`src/rtl/lcdw_pkg.sv`:
```
package lcdw_pkg;

  // Op codes
  localparam logic [1:0] OP_NUMBER = 2'd0;
  localparam logic [1:0] OP_GLYPH  = 2'd1;
  localparam logic [1:0] OP_BINARY = 2'd2;

  localparam int SEG_COUNT   = 7;
  localparam int POS_COUNT   = 3;
  localparam int GLYPH_COUNT = 13;
  localparam int RAM_INDEX_W = 4;
  localparam int VALUE_W     = 32;

  // Reciprocal of ten for a 32-bit dividend: q = (v * RECIP10) >> RECIP10_SHIFT
  localparam logic [31:0] RECIP10       = 32'hCCCC_CCCD;
  localparam int          RECIP10_SHIFT = 35;

  typedef logic [SEG_COUNT-1:0] lit_t;

  // One classified command: segment pattern and enable per digit position
  typedef struct packed {
    logic [POS_COUNT-1:0]            en;
    logic [POS_COUNT-1:0][SEG_COUNT-1:0] lit;
  } cmd_t;

  // Glyph ROM: bit k lights segment k (A is bit 0, G is bit 6)
  localparam lit_t GLYPH_ROM [0:GLYPH_COUNT-1] = '{
    7'h3F, 7'h06, 7'h5B, 7'h4F, 7'h66, 7'h6D, 7'h7D,
    7'h07, 7'h7F, 7'h6F, 7'h1F, 7'h26, 7'h7B
  };

  // Image byte and bit mask for each position and segment A..G
  localparam logic [3:0] SEG_BYTE [0:POS_COUNT-1][0:SEG_COUNT-1] = '{
    '{4'd2, 4'd6, 4'd9, 4'd13, 4'd10, 4'd3, 4'd6},
    '{4'd2, 4'd5, 4'd9, 4'd13, 4'd9,  4'd2, 4'd6},
    '{4'd1, 4'd5, 4'd8, 4'd12, 4'd9,  4'd2, 4'd5}
  };
  localparam logic [7:0] SEG_MASK [0:POS_COUNT-1][0:SEG_COUNT-1] = '{
    '{8'h20, 8'h02, 8'h20, 8'h10, 8'h01, 8'h01, 8'h10},
    '{8'h04, 8'h40, 8'h04, 8'h01, 8'h10, 8'h10, 8'h01},
    '{8'h40, 8'h04, 8'h40, 8'h10, 8'h01, 8'h01, 8'h10}
  };

endpackage

```
`src/rtl/lcdw_queue.sv`:
```
module lcdw_queue
  import lcdw_pkg::*;
(
  input  logic clk,
  input  logic rst_n,
  input  logic push,
  input  cmd_t push_cmd,
  output logic full,
  input  logic pop,
  output logic empty,
  output cmd_t head
);

  cmd_t       mem [0:1];
  logic       wr_ptr_r, wr_ptr_nxt;
  logic       rd_ptr_r, rd_ptr_nxt;
  logic [1:0] count_r, count_nxt;

  assign full  = (count_r == 2'd2);
  assign empty = (count_r == 2'd0);
  assign head  = mem[rd_ptr_r];

  // Advance pointers and occupancy
  always_comb begin
    wr_ptr_nxt = push ? !wr_ptr_r : wr_ptr_r;
    rd_ptr_nxt = pop  ? !rd_ptr_r : rd_ptr_r;
    count_nxt  = count_r;
    if (push && !pop) begin
      count_nxt = 2'(count_r + 2'd1);
    end else if (pop && !push) begin
      count_nxt = 2'(count_r - 2'd1);
    end
  end

  always_ff @(posedge clk) begin
    if (!rst_n) begin
      wr_ptr_r <= 1'b0;
      rd_ptr_r <= 1'b0;
      count_r  <= 2'd0;
    end else begin
      wr_ptr_r <= wr_ptr_nxt;
      rd_ptr_r <= rd_ptr_nxt;
      count_r  <= count_nxt;
    end
    if (push) begin
      mem[wr_ptr_r] <= push_cmd;
    end
  end

endmodule

```
`config.mk`:
```
export PLATFORM = sky130hd
export DESIGN_NAME = lcdw_queue
export DESIGN_NICKNAME = d
export VERILOG_FILES = /design/src/rtl/lcdw_pkg.sv /design/src/rtl/lcdw_queue.sv
export SDC_FILE = /design/constraint.sdc
export NUM_CORES = 1
export LEC_CHECK = 0
export BUFFER_PORTS_ARGS = -buffer_cell sky130_fd_sc_hd__buf_4
export CAP_MARGIN = 20
export CORE_MARGIN = 2
export CORE_UTILIZATION = 40
export CTS_CLUSTER_SIZE = 16
export DETAILED_ROUTE_END_ITERATION = 12
export PLACE_DENSITY = 0.63
export SLEW_MARGIN = 20
export SYNTH_ARGS = -nofsm -noshare
export SYNTH_HDL_FRONTEND = slang
export SYNTH_SLANG_ARGS = --single-unit
export TNS_END_PERCENT = 10
```
`constraint.sdc`:
```
create_clock -name clk -period 1.98 [get_ports clk]
set_clock_uncertainty 0.1 [all_clocks]
set_input_delay 0.396 -clock clk [delete_from_list [all_inputs] [get_ports clk]]
set_output_delay 0.396 -clock clk [all_outputs]
set_load 0.02 [all_outputs]
```
Yosys cells after proc, flatten, opt, wreduce, memory -nomap -nowiden
Memories as Yosys holds them, arrays and structs flattened. A register that Yosys moved wholly into a read port is not among the register bits. Index checks and enable logic that the tools add are counted.

Add/subtract/negate cells: 2. Multiply operators: 0. Div/mod/pow operators: 0. Magnitude comparators: 0. Eq/ne operators: 1. Shift-type cells: 0. Multiplexer cells: 6. Bitwise logic cells: 0. Reductions and logical operators: 8.

Operators by type and width (number): logical NOT 1 bit (4); 2-to-1 mux 1 bit (4); 2-to-1 mux 2 bit (2); adder 2 x 1 -> 2 bit, second input constant (1); == test 2 bit, second input constant (1); logical AND 1 bit (2); logical NOT 2 bit (1); nonzero test 2 bit (1); subtractor 2 x 1 -> 2 bit, second input constant (1).

Register bits after elaboration: 4. Bits in latches: 0. Memory bits (writable): 48. Bits in read-only memories: 0. Input bits: 28. Output and inout port bits: 26. Word-level logic and storage cells: 21. Memories kept: 1.

Memories: mem (words 2, width 24, read ports 1, clocked after memory_dff 1, write ports 1, RTL line lcdw_queue.sv:14) `cmd_t mem [0:1];`.

Depth between registers and ports, before layout
Depth in word-level cells: 4. Mapped depth: 5. Gate-level depth less buffers: 5.

Least setup slack after synthesis
Ideal clock, no wire load.

Path type: in2reg. From: input push. To: memory mem[0][0] (netlist bit) (enable). Setup time: 0.409 ns. Arrival: 1.533 ns. Required time: 1.471 ns. Setup slack: -0.062 ns. Stages on the path: 1. Buffers on the path: 0. Cell sequence: nor2b_1.

Cells in the longest elaborated chain, start to end: 2.

Ends and longest elaborated chain: start, declared (RTL line lcdw_queue.sv:6) `input logic push,`; 2-to-1 mux 1 bit (RTL line lcdw_queue.sv:45) `if (push) begin`; 2-to-1 mux 1 bit (not written as such) (RTL line lcdw_queue.sv:46) `mem[wr_ptr_r] <= push_cmd;`; end, declared (RTL line lcdw_queue.sv:14).

No other way between the ends.

==> summary.txt <==
GRT
  • GRT Max-Usage Layer: met2
  • M3 GR Usage: under 10%
  • Grt total ovfl: 0
  • Vias in the first global route: approximately 1100
  • Met2 Use GR: a little over a fifth
  • Largest net degree at the start of global routing: 18
  • Total global-route track usage: between 10% and 20%
  • GR Layer Usage met1: 14.58%
  • Initial antenna violation count: 0
  • First-pass GRT wire length: ~5000 µm

Worst setup path
  • Reg-to-reg slack, setup: roughly 0.6 ns
  • Reg2Reg Depth: 2
  • Setup CP Type: reg2out
  • Critical Path AT: approximately 1.4 ns
  • FF-to-FF End: mem[1][9]$_DFFE_PP_
  • Maximum fanout along the worst path: 14
  • Crit start category: flop
  • Critical path endpoint category: output port
  • RR Startpoint: wr_ptr_r$_SDFFE_PN0P_
  • WP data required: 1.48 ns

Floorplanning
  • Row Count: 25
  • Chip width: approximately 74 µm
  • Initial Utilization: between 40% and 50%
  • Die height: approximately 74 µm
  • Core box area: around 4700 µm²
  • # IOs: between 50 and 60
  • DIE AREA: roughly 5500 µm²

Timing
  • Setup ws final: roughly 0.086 ns
  • Slew Viols, Final: 0
  • Max_slew headroom: 76.24%
  • RSZ-0062 raised after global routing: no
  • Setup-failing EPs final: 0
  • Slew @ Worst Pin: around 0.36 ns
  • Fin. Hold Viols: 0
  • Final hold slack: around 0.17 ns
  • Final TNS setup: 0 ns
  • Peak Freq: between 500 and 600 MHz
  • Tcrit/Tclk final: 95.67%
  • Tmin final: approximately 1.9 ns

Layout
  • Post-Route Utilization: approximately 55%
  • # nets final: 190
  • Fin cells: 229
  • Final instance area: approximately 2600 µm²
  • Diodes inserted: 0
  • Share of layout cells above drive strength 1: between 50% and 60%
  • Layout area overhead: 32.39%

Job
  • Max-cap violations: 0

Power
  • Peak VDD IR: approximately 500 µV
  • Internal Power: approximately 1.9 mW
  • PD cells: 925.5 nW/µm²
  • Switching power: between 0.5 and 0.6 mW
  • Sequential share of power: between 50% and 60%
  • Total power: 2.390 mW
  • Pleak: slightly below 1 nW
  • Switching part of the total: between 20% and 30%
  • Clock Power Share: ~30%
  • Comb pwr share: around 15%

Clock tree
  • CTS Hold Buffers Added: 0
  • Clock Tree Root: clkbuf_8
  • CTS tree: yes
  • Post-CTS setup buffer count: 0
  • Worst-path clk slew: 0.09 ns
  • Clk Latency, worst-skew pair: roughly 0.3 ns
  • CTS buffer count: 5
  • Post-CTS sizing: 0
  • CTS max path bufs: 2
  • Htree depth: 2
  • CTS sink cnt: 53

Routing
  • Antenna viol nets, final: 0
  • Drt pass-1 iters: 4
  • Final WL: 3219 µm
  • Vias: about 1000
  • DRC violations left: 0
  • Routed len/inst: around 14 µm
  • DR iter-0 viols: between 90 and 100
  • Avg Vias per Cell: about 4.6

Yosys
  • Mapped Area: 1951 µm²
  • Synth warn: 0
  • Avg Cell Area, Syn: 20.11 µm²
  • Cell count after synthesis: 97
  • Cell taking the most area after synthesis: edfxtp_1
  • Main area contributors after synthesis: edfxtp_1, mux2_2, dfxtp_1
  • Seq/Total Area, Yosys: about four fifths
  • Top-area cell type share of the netlist area: between 70% and 80%
  • Syn Nets: roughly 130
  • Yosys cell types: 17
  • #FFs+latches synth: 53

Place
  • Dpl cells: ~220
  • Placer congestion estimate: about 0.71
  • I/O Buffers: 53
  • Pre-CTS WS: roughly 0.40 ns
  • Dpl cell area: approximately 2500 µm²
  • DP HPWL: between 2000 and 2500 µm

Hold path
  • Hold_sp: push_cmd[18]
  • Worst Hold Class: in2reg
  • Hold Path Stages: 1
  • Worst Hold End: mem[1][18]$_DFFE_PP_

Status
  • Outcome: complete, no violations
metal layers:
| metal | vias to the layer above | share of wire (%) |
|---|---|---|
| li1 | 496 | - |
| met4 | 0 | 0.81 |
| met2 | 34 | 52 |
| met5 | - | 0 |
| met3 | 2 | 6.2 |
| met1 | 514 | 41 |
cells by family (layout without fill, tap and decap cells):
family	after synthesis	count (layout)	synth area share (%)
xor gates and xnor gates	3	3	1.347
DFF	53	53	79.03
buffers and inverters	4	69	1.218
muxes	24	24	13.86
adders and majority gates	1	1	0.6413
and+or+nand+nor	9	9	2.886
AOI/OAI and AO/OA	3	3	1.026
placed cells by master (no fill, tap or decap):
cell and count:
ha_1 1, buf_4 60, clkinvlp_4 1, mux2_2 24, nor2b_2 1, o21a_1 1
clkbuf_8 5, clkinv_4 1, o21ai_0 1, nor2b_1 1, nor2_1 1, xor2_1 2
or3_1 1, dfxtp_1 5, and2b_2 1, xnor2_1 1, bufinv_16 1, a21boi_1 1
inv_1 1, and2_1 4, edfxtp_1 48
how the worst max path moves through the flow:
stage | startpoint | to | slack, ns | depth (start not counted)
floorplan | push | mem[0][0]$_DFFE_PP_ | 0.39 | 1
global placement | flop | head[19] | 0.43 | 3
detailed placement | flop | head[22] | 0.40 | 3
CTS | flop | head[22] | 0.05 | 3
global route | flop | head[21] | 0.02 | 3
finish | flop | head[22] | 0.09 | 3
critical path, cell delays in order (launching register included):
cell and delay (ns):
dfxtp_1 0.34, buf_4 0.23, mux2_2 0.37, buf_4 0.16
registers in the layout, summed over array words and instances, names as in the netlist, named ones only:
register  count
count_r       2
mem          48
rd_ptr_r      1
wr_ptr_r      1
power by group through the flow:
stage | Clock (mW) | Sequential [mW] | Combinational, mW
floorplan | 0 | 1.33 | 0.207
global placement | 0 | 1.33 | 0.364
detailed placement | 0 | 1.33 | 0.372
CTS | 0.733 | 1.31 | 0.374
global route | 0.789 | 1.31 | 0.395
finish | 0.716 | 1.31 | 0.368
cell type report:
type	count	area (µm²)
Multi-Input combinational cell	40	387.9
Sequential cell	53	1541
Timing Repair Buffer	60	450.4
Inverter	1	3.754
Clock buffer	5	68.82
Clock inverter	3	46.29
Tap cell	67	83.83
Fill cell	373	2141
cells in the mapped netlist:
library cell	count
inv_1	1
o21a_1	1
nor2_1	1
dfxtp_1	5
xnor2_1	1
buf_4	2
a21boi_1	1
edfxtp_1	48
nor2b_1	2
and2_1	4
xor2_1	2
buf_2	1
and2b_2	1
o21ai_0	1
or3_1	1
ha_1	1
mux2_2	24
No activity file was read; power rests on OpenSTA's default activity.
