$ cat src/rtl/lcdw_pkg.sv
package lcdw_pkg;

  // Op codes
  localparam logic [1:0] OP_NUMBER = 2'd0;
  localparam logic [1:0] OP_GLYPH  = 2'd1;
  localparam logic [1:0] OP_BINARY = 2'd2;

  localparam int SEG_COUNT   = 7;
  localparam int POS_COUNT   = 3;
  localparam int GLYPH_COUNT = 13;
  localparam int RAM_INDEX_W = 4;
  localparam int VALUE_W     = 32;

  // Reciprocal of ten for a 32-bit dividend: q = (v * RECIP10) >> RECIP10_SHIFT
  localparam logic [31:0] RECIP10       = 32'hCCCC_CCCD;
  localparam int          RECIP10_SHIFT = 35;

  typedef logic [SEG_COUNT-1:0] lit_t;

  // One classified command: segment pattern and enable per digit position
  typedef struct packed {
    logic [POS_COUNT-1:0]            en;
    logic [POS_COUNT-1:0][SEG_COUNT-1:0] lit;
  } cmd_t;

  // Glyph ROM: bit k lights segment k (A is bit 0, G is bit 6)
  localparam lit_t GLYPH_ROM [0:GLYPH_COUNT-1] = '{
    7'h3F, 7'h06, 7'h5B, 7'h4F, 7'h66, 7'h6D, 7'h7D,
    7'h07, 7'h7F, 7'h6F, 7'h1F, 7'h26, 7'h7B
  };

  // Image byte and bit mask for each position and segment A..G
  localparam logic [3:0] SEG_BYTE [0:POS_COUNT-1][0:SEG_COUNT-1] = '{
    '{4'd2, 4'd6, 4'd9, 4'd13, 4'd10, 4'd3, 4'd6},
    '{4'd2, 4'd5, 4'd9, 4'd13, 4'd9,  4'd2, 4'd6},
    '{4'd1, 4'd5, 4'd8, 4'd12, 4'd9,  4'd2, 4'd5}
  };
  localparam logic [7:0] SEG_MASK [0:POS_COUNT-1][0:SEG_COUNT-1] = '{
    '{8'h20, 8'h02, 8'h20, 8'h10, 8'h01, 8'h01, 8'h10},
    '{8'h04, 8'h40, 8'h04, 8'h01, 8'h10, 8'h10, 8'h01},
    '{8'h40, 8'h04, 8'h40, 8'h10, 8'h01, 8'h01, 8'h10}
  };

endpackage

$ cat src/rtl/lcdw_back.sv
module lcdw_back
  import lcdw_pkg::*;
#(
  parameter int IMAGE_BYTES = 14
) (
  input  logic                   clk,
  input  logic                   rst_n,
  input  logic                   q_empty,
  input  cmd_t                   q_head,
  output logic                   pop,
  output logic                   out_valid,
  input  logic                   out_ready,
  output logic [RAM_INDEX_W-1:0] out_index,
  output logic [7:0]             out_byte,
  output logic                   out_last
);

  localparam int IDX_W = $clog2(IMAGE_BYTES);

  logic [7:0]       image_r   [0:IMAGE_BYTES-1];
  logic [7:0]       image_nxt [0:IMAGE_BYTES-1];
  logic             busy_r, busy_nxt;
  logic [IDX_W-1:0] cnt_r, cnt_nxt;
  logic             out_take;

  assign out_valid = busy_r;
  assign out_index = RAM_INDEX_W'(cnt_r);
  assign out_byte  = image_r[cnt_r];
  assign out_last  = (cnt_r == IDX_W'(IMAGE_BYTES - 1));
  assign out_take  = out_valid && out_ready;
  assign pop       = !q_empty && (!busy_r || (out_take && out_last));

  // Set or clear the mapped bits of the command at the head
  always_comb begin
    for (int i = 0; i < IMAGE_BYTES; i++) begin
      image_nxt[i] = image_r[i];
      for (int p = 0; p < POS_COUNT; p++) begin
        for (int s = 0; s < SEG_COUNT; s++) begin
          if (q_head.en[p] && SEG_BYTE[p][s] == RAM_INDEX_W'(i)) begin
            if (q_head.lit[p][s]) begin
              image_nxt[i] = image_nxt[i] | SEG_MASK[p][s];
            end else begin
              image_nxt[i] = image_nxt[i] & ~SEG_MASK[p][s];
            end
          end
        end
      end
    end
  end

  // Walk the image one byte per accepted output item
  always_comb begin
    busy_nxt = busy_r;
    cnt_nxt  = cnt_r;
    if (pop) begin
      busy_nxt = 1'b1;
      cnt_nxt  = '0;
    end else if (out_take) begin
      if (out_last) begin
        busy_nxt = 1'b0;
      end else begin
        cnt_nxt = IDX_W'(cnt_r + 1'b1);
      end
    end
  end

  always_ff @(posedge clk) begin
    if (!rst_n) begin
      busy_r <= 1'b0;
      cnt_r  <= '0;
      for (int i = 0; i < IMAGE_BYTES; i++) begin
        image_r[i] <= 8'd0;
      end
    end else begin
      busy_r <= busy_nxt;
      cnt_r  <= cnt_nxt;
      if (pop) begin
        for (int i = 0; i < IMAGE_BYTES; i++) begin
          image_r[i] <= image_nxt[i];
        end
      end
    end
  end

endmodule
$ cat config.mk
export PLATFORM = sky130hd
export DESIGN_NAME = lcdw_back
export DESIGN_NICKNAME = d
export VERILOG_FILES = /design/src/rtl/lcdw_pkg.sv /design/src/rtl/lcdw_back.sv
export SDC_FILE = /design/constraint.sdc
export NUM_CORES = 1
export LEC_CHECK = 0
export BUFFER_PORTS_ARGS = -buffer_cell sky130_fd_sc_hd__buf_2
export CAP_MARGIN = 20
export CORE_ASPECT_RATIO = 0.8
export CORE_MARGIN = 2
export CORE_UTILIZATION = 43
export CTS_CLUSTER_SIZE = 10
export DETAILED_ROUTE_END_ITERATION = 7
export PLACE_DENSITY = 0.66
export SYNTH_ARGS = -nofsm -noshare
export SYNTH_HDL_FRONTEND = slang
export SYNTH_SLANG_ARGS = --single-unit
$ cat constraint.sdc
create_clock -name clk -period 5.6 [get_ports clk]
set_clock_uncertainty 0.2 [all_clocks]
set_input_delay 0.28 -clock clk [delete_from_list [all_inputs] [get_ports clk]]
set_output_delay 0.28 -clock clk [all_outputs]
set_load 0.02 [all_outputs]
=== Word-level counts from Yosys, hierarchy flattened ===
Memory sizes are Yosys's and may differ from the RTL's. A register that Yosys moved wholly into a read port is not among the register bits.
Index checks and enable logic that the tools add are counted.

* Flip-flop bits (word level): 5
* Memory bits (writable): 112
* Bits of input ports: 28
* Word-level logic and storage cells: 145
* Memories: 1
* Output and inout bits: 15

* Bitwise logic cells: 27
* Multiplexer cells: 76
* Reduce and logical (&&, ||, !) cells: 19
* Equality and inequality tests: 19
* Add/subtract/negate cells: 1

{| class="wikitable"
|+ Memories
! memory !! words !! width !! read ports !! clocked after memory_dff !! write ports !! RTL line !! RTL
|-
| image_r || 14 || 8 || 5 || 1 || 14 || lcdw_back.sv:20 || <nowiki>logic [7:0] image_r [0:IMAGE_BYTES-1];</nowiki>
|}

{| class="wikitable"
|+ Operators with widths
! cell !! count
|-
| 8-bit two-way mux || 8
|-
| 5-bit two-way mux || 12
|-
| 7-bit two-way mux || 8
|-
| 6-bit two-way mux || 6
|-
| 1-bit two-way mux || 28
|-
| 3-bit two-way mux || 9
|-
| 1-bit OR || 25
|-
| 4-bit AND reduction || 5
|-
| 2-bit != test (second input constant) || 9
|-
| 4-bit two-way mux || 3
|-
| 2-bit AND reduction || 5
|-
| 1-bit != test (second input constant) || 6
|-
| 3-bit != test (second input constant) || 2
|-
| 4-bit by 1-bit adder with 4-bit output (second input constant) || 1
|-
| 4-bit == test (second input constant) || 1
|-
| 2-bit two-way mux || 2
|-
| 2-bit nonzero test || 2
|-
| 1-bit logical AND || 3
|-
| 1-bit zero test || 2
|-
| 1-bit NOT || 2
|-
| 2-bit OR reduction || 1
|-
| 1-bit logical OR || 1
|-
| 0-bit != test || 1
|}

=== Longest topological paths before layout ===
Gate-level depths: netlist of run 1.

* Word-level depth: 9
* Mapped depth: 6
* Depth with buffers taken out: 5

=== Worst setup path before layout of run 1 ===
Ideal clock, no wire load.

* Path kind: reg2reg
* Start: register cnt_r[0], in the netlist out_index[0]
* End: memory image_r[2][2], enable pin
* Clock period less this slack: 2.019 ns
* Stages on the path, launching flop included: 6
* Data arrival time: 1.503 ns
* Required time: 5.084 ns
* Slack: 3.581 ns
* Buffers on the path: 1
* Setup time: 0.316 ns
* Cell sequence: dfxtp_1 > ha_1 > nand4_1 > a21oi_2 > buf_4 > a21o_1

{| class="wikitable"
|+ RTL lines
! element !! RTL line !! RTL
|-
| start: declaration || lcdw_back.sv:23 || <nowiki>logic [IDX_W-1:0] cnt_r, cnt_nxt;</nowiki>
|-
| start signal: assignment || lcdw_back.sv:76 || <nowiki>cnt_r <= cnt_nxt;</nowiki>
|-
| end: declaration || lcdw_back.sv:20 ||
|}

=== Worst setup path after layout of run 1 ===
* Start: register cnt_r[0], in the netlist out_index[0]
* End: output pop

* Cells in the longest elaborated chain, start to end: 4

{| class="wikitable"
|+ RTL lines
! element !! RTL line !! RTL
|-
| 4-bit == test || lcdw_back.sv:29 || <nowiki>assign out_last = (cnt_r == IDX_W'(IMAGE_BYTES - 1));</nowiki>
|-
| 1-bit logical AND || lcdw_back.sv:31 || <nowiki>assign pop = !q_empty && (!busy_r || (out_take && out_last));</nowiki>
|-
| 1-bit logical OR || lcdw_back.sv:31 ||
|-
| 1-bit logical AND || lcdw_back.sv:31 ||
|-
| end: declaration || lcdw_back.sv:10 || <nowiki>output logic pop,</nowiki>
|}

Every way passes these cells.

==> results of run 1 <==
-- logic make-up after synthesis --
group | count (synthesis)
adders and majority gates | 2
DFF | 30
AOI/OAI and AO/OA | 27
muxes | 2
buffers and inverters | 12
other | 1
and+or+nand+nor | 51
-- layout make-up --
type / count / area, um^2
tap: 40 / 50.0
sequential: 30 / 811
timing repair buffer: 40 / 200
fill: 296 / 1410
inverter: 2 / 7.51
clock buffer: 8 / 90.1
multi-input combinational: 84 / 583
-- metrics by stage --
step,power [mW],util
4_1_cts,0.471,0.552
2_1_floorplan,0.284,-
6_report,0.470,0.552
3_5_place_dp,0.301,0.524
3_3_place_gp,0.299,0.524
5_1_grt,0.486,0.552
-- where the power goes --
part	leakage, nW	switching (mW)	internal, mW
combinational	0.455	0.0221	0.0169
clock	0.0455	0.0736	0.100
sequential	0.294	0.00641	0.251
-- per-layer routing --
metal  GRT usage  share of wire  vias to the layer above
met5           0              0                        -
met2       0.238           0.45                       36
met3      0.0580          0.053                        0
met4      0.0336              0                        0
met1       0.232           0.49                      535
li1            -              -                      547
-- how the worst max path moves through the flow --
stage	slack (ps)	cells after the start	start	end
2_1_floorplan	3580	5	out_index[0]	image_r[2][2]
3_3_place_gp	3360	4	out_index[0]	image_r[2][2]
3_5_place_dp	3260	4	out_index[0]	image_r[2][2]
4_1_cts	3050	4	out_index[0]	pop
5_1_grt	2850	4	out_index[0]	pop
6_report	3030	4	out_index[0]	pop
-- synthesized netlist by cell type --
library cell  number
a32oi_1            3
nor2_1             1
nand4b_1           1
a22o_1             1
or3_4              1
nor3_1             2
inv_1              2
a21oi_2            1
nand4bb_1          2
or3_1              1
a21o_1             6
nand2b_1           1
a31oi_1            2
ha_1               2
and4_1             3
buf_6              1
o21ai_0            6
nor2b_1            1
edfxtp_1          21
nand3b_1           3
nand3_1            3
and2_1             5
a21oi_1            5
buf_2              1
a221oi_1           1
o21ba_2            1
dfxtp_1            9
nand2_1            3
conb_1             1
mux2_2             1
and2b_1            1
buf_4              4
or2_0              1
and3b_1            2
and3_1            16
mux2i_1            1
nor3b_1            2
clkbuf_1           4
nand4_1            1
and4bb_2           1
a211oi_1           1
-- critical path: stages (launching register included) --
cell	delay, ps
dfxtp_1	430
ha_1	220
nand4_1	190
a21oi_2	690
buf_2	300
==> flow_metrics.tcl, run 1 <==
set metrics [dict create \
    p_per_area_mw_per_mm2 270 \
    hold_path.class "in2reg" \
    worstSetupEndpointType "output port" \
    worstSetupPathType "reg2out" \
    die_height_um 56.1 \
    ys_ff_latch 30 \
    synth_top_family_by_area "simple AND/OR/NAND/NOR gates" \
    synthSimpleGateAreaFrac 0.238 \
    hold_depth 2 \
    antenna_cells 0 \
    initial_core_util 0.463 \
    cts_tree "yes" \
    synthXorXnorAreaFrac 0 \
    seq_area_frac_synth 0.556 \
    setup_violations 0 \
    mostFrequentLayoutCells "40 x buf_2, 21 x edfxtp_1, 16 x and3_1" \
    syn_avg_cell_area_um2 11.7 \
    min_from "q_empty" \
    track_usage 0.162 \
    timing.fmax_ghz 0.389 \
    cts_resized 0 \
    drv_slew 0 \
    ios 43 \
    whs_endpoint "out_valid" \
    cts.sink_count 30 \
    synth_cell_type_count 41 \
    die_w_um 69.1 \
    via_per_inst 5.48 \
    grt_antenna_before_repair 0 \
    worstSetupStartpointType "register" \
    yosysWarnings 0 \
    synth_area_mm2 0.00146 \
    drc 0 \
    dpl.hpwl_um 2390 \
    core_area_mm2 0.00315 \
    irDropWorstVdd_mv 0.212 \
    rr_worst_depth 4 \
    htreeDepth 2 \
    slew-limit-headroom 0.451 \
    portBuffers 40 \
    rr_endpoint "image_r[2][2]" \
    drt_iter0_markers 48 \
    synth_compound_area_frac 0.125 \
    clock_latency_ps 270 \
    dieArea_mm2 0.00388 \
    layout_commonest_cell "buf_2" \
    wl_per_cell_um 15.1 \
    place_area_mm2 0.00165 \
    finalNonFillerCells 204 \
    dr.pass1.iters 4 \
    final_cell_area_mm2 0.00174 \
    grt_pass1_wl_um 4950 \
    p_leak_nw 0.795 \
    grt_max_degree 25 \
    place_congestion 0.866 \
    crit_arrival_ps 2090 \
    layout_setup_ws_ps 3030 \
    postCtsSetupBuffers 0 \
    area_delta_synth_final_pct 19.4 \
    synth_top_area_share 0.432 \
    critPathMaxFanout 24 \
    synth.largest_area_cell "edfxtp_1" \
    cts_buffers 5 \
    ff2ff_setup_slack_ps 3200 \
    clock_path_buffers 2 \
    worst_slew_pin_slew_ps 823 \
    ant_nets 0 \
    status "finished, final reports clean" \
    gr-total-overflow 0 \
    drive_above_1_share 0.311 \
    vias 1118 \
    grt_pass1_vias 1072 \
    synth_adder_area_share 0.0172 \
    num_rows 18 \
    hold_slack_ps 15.6 \
    cp.required_ps 5120 \
    period_minus_slack_ps 2570 \
    cts_hold_buf 0 \
    finalCritPeriodShare 0.459 \
    dp_cells 196 \
    synthMuxAreaShare 0.0146 \
    fin_setup_tns_ps 0 \
    fin_nets 193 \
    hold_viol_final 0 \
    drt-total-wl_um 3070 \
    rsz0062_at_grt "no" \
    timing.rr.start "out_index[0]" \
    cts-root-buf "clkbuf_8" \
    timing.max_cap.violations 0 \
    clkTransAtPathRegs_ps 60 \
    synth_cells 125 \
    ys_top_cells_by_area "edfxtp_1 43%, dfxtp_1 12%, and3_1 6.9%" \
    preCtsSetupSlack_ps 3260 \
]
Power figures use the tool's default switching activity.
==> inputs of run 2 (changes only) <==
--- a/config.mk
+++ b/config.mk
@@ -12,7 +12,7 @@
 export CORE_UTILIZATION = 43
 export CTS_CLUSTER_SIZE = 10
 export DETAILED_ROUTE_END_ITERATION = 7
-export PLACE_DENSITY = 0.66
+export PLACE_DENSITY = 0.69
 export SYNTH_ARGS = -nofsm -noshare
 export SYNTH_HDL_FRONTEND = slang
 export SYNTH_SLANG_ARGS = --single-unit
==> constraint.sdc (replaced) <==
create_clock -name clk -period 2.3 [get_ports clk]
set_clock_uncertainty 0.2 [all_clocks]
set_input_delay 0.115 -clock clk [delete_from_list [all_inputs] [get_ports clk]]
set_output_delay 0.115 -clock clk [all_outputs]
set_load 0.02 [all_outputs]
==> flow_metrics.tcl, run 2 (same netlist as run 1, synthesis figures left out) <==
set metrics [dict create \
    rsz0062_at_grt "no" \
    hold_depth 3 \
    dieArea_mm2 0.00388 \
    ant_nets 0 \
    core_area_mm2 0.00315 \
    setup_violations 0 \
    ios 43 \
    p_leak_nw 0.894 \
    p_total_mw 1.14 \
    die_w_um 69.1 \
    fin_nets 217 \
    drv_slew 0 \
    drive_above_1_share 0.282 \
    die_height_um 56.1 \
    cts.sink_count 30 \
    cts_buffers 5 \
    mostFrequentLayoutCells "40 x buf_2, 22 x dlygate4sd3_1, 21 x edfxtp_1" \
    critPathMaxFanout 10 \
    finalCritPeriodShare 0.894 \
    vias 1203 \
    hold_viol_final 0 \
    final_core_util 0.624 \
    fin_setup_tns_ps 0 \
    gr-total-overflow 0 \
    intPower_mw 0.886 \
    area_delta_synth_final_pct 34.9 \
    irDropWorstVdd_mv 0.398 \
    cts-root-buf "clkbuf_8" \
    layout_commonest_cell "buf_2" \
    cts_tree "yes" \
    seq_power_share 0.550 \
    min_from "out_ready" \
    dpl.hpwl_um 2300 \
    rr_worst_depth 5 \
    timing.fmax_ghz 0.486 \
    clock_latency_ps 280 \
    worstSetupPathType "reg2out" \
    power.net_switching_mw 0.256 \
    worstSetupStartpointType "register" \
    rr_endpoint "image_r[9][5]" \
    via_per_inst 5.28 \
    antenna_cells 0 \
    p_comb_frac 0.111 \
    period_minus_slack_ps 2060 \
    track_usage 0.179 \
    clock_path_buffers 2 \
    whs_endpoint "out_index[2]" \
    worstSetupEndpointType "output port" \
    status "finished, final reports clean" \
    p_per_area_mw_per_mm2 580 \
    grt_max_degree 25 \
    clkTransAtPathRegs_ps 60 \
    num_rows 18 \
    hold_slack_ps 24.9 \
    drc 0 \
    drt_iter0_markers 66 \
    timing.max_cap.violations 0 \
    ff2ff_setup_slack_ps 310 \
    cts_resized 0 \
    dr.pass1.iters 4 \
    portBuffers 40 \
    hold_path.class "in2reg" \
    cp.required_ps 1990 \
    swShare 0.224 \
    wl_per_cell_um 14.5 \
    drt-total-wl_um 3310 \
    initial_core_util 0.463 \
    timing.rr.start "out_index[0]" \
    grt_antenna_before_repair 0 \
    htreeDepth 2 \
    crit_arrival_ps 1740 \
    grt_pass1_wl_um 5320 \
    place_congestion 0.903 \
    grt_pass1_vias 1156 \
    clkPwrFrac 0.339 \
]
==> run 2: changes by cell type in the layout (fill, tap and decap cells not counted), sizes merged <==
cell         before  now
buf              40   42
clkbuf            8    6
clkinv            0    2
dlygate4sd3       0   22
==> run 2: layer usage <==
layer	vias up	share of wire	GRT usage	wire, um
li1	594	-	-	-
met1	556	0.46	0.230	1510
met2	44	0.47	0.276	1550
met3	9	0.054	0.0489	178
met4	0	0.022	0.0924	73
met5	-	0	0	0
==> run 2: worst max-delay path by stage <==
stage | start | to | slack, ps | depth (start not counted)
4_1_cts | out_index[0] | pop | 250 | 5
3_3_place_gp | out_index[0] | image_r[6][1] | 400 | 5
6_report | out_index[0] | pop | 240 | 5
2_1_floorplan | out_index[0] | image_r[2][2] | 280 | 5
5_1_grt | register | out_byte[6] | 90 | 4
3_5_place_dp | out_index[0] | image_r[6][1] | 340 | 5
==> run 2: through the flow <==
| step | std cells | setup slack, ps | area, um^2 |
|---|---|---|---|
| finish | 228 | 244 | 1970 |
| global route | 228 | 90.0 | 1970 |
| CTS | 228 | 255 | 1970 |
| detailed placement | 198 | 337 | 1670 |
| global placement | 198 | 403 | 1670 |
| floorplan | 126 | 281 | 1460 |
==> run 2: cell type report <==
type	count	area, um^2
Clock inverter	2	8.76
Clock buffer	6	72.6
Timing Repair Buffer	64	435
Multi-Input combinational cell	84	583
Sequential cell	30	811
Tap cell	40	50.0
Fill cell	259	1180
Inverter	2	7.51
==> run 2: critical path: stages (launching register included) <==
cell     delay [ps]
dfxtp_1         410
ha_1            190
nand4_1         170
a21oi_2         300
buf_4           210
buf_2           180
==> run 2: timing repair <==
action	4_1_cts	5_1_grt
hold endpoints to repair	22	0
setup buffers	0	0
hold buffers	22	0
==> run 2: power by group through the flow <==
stage	clock (mW)	sequential [mW]	combinational [mW]
detailed placement	0	0.638	0.0967
CTS	0.394	0.627	0.126
global placement	0	0.638	0.0940
finish	0.387	0.627	0.127
global route	0.421	0.630	0.139
floorplan	0	0.632	0.0593
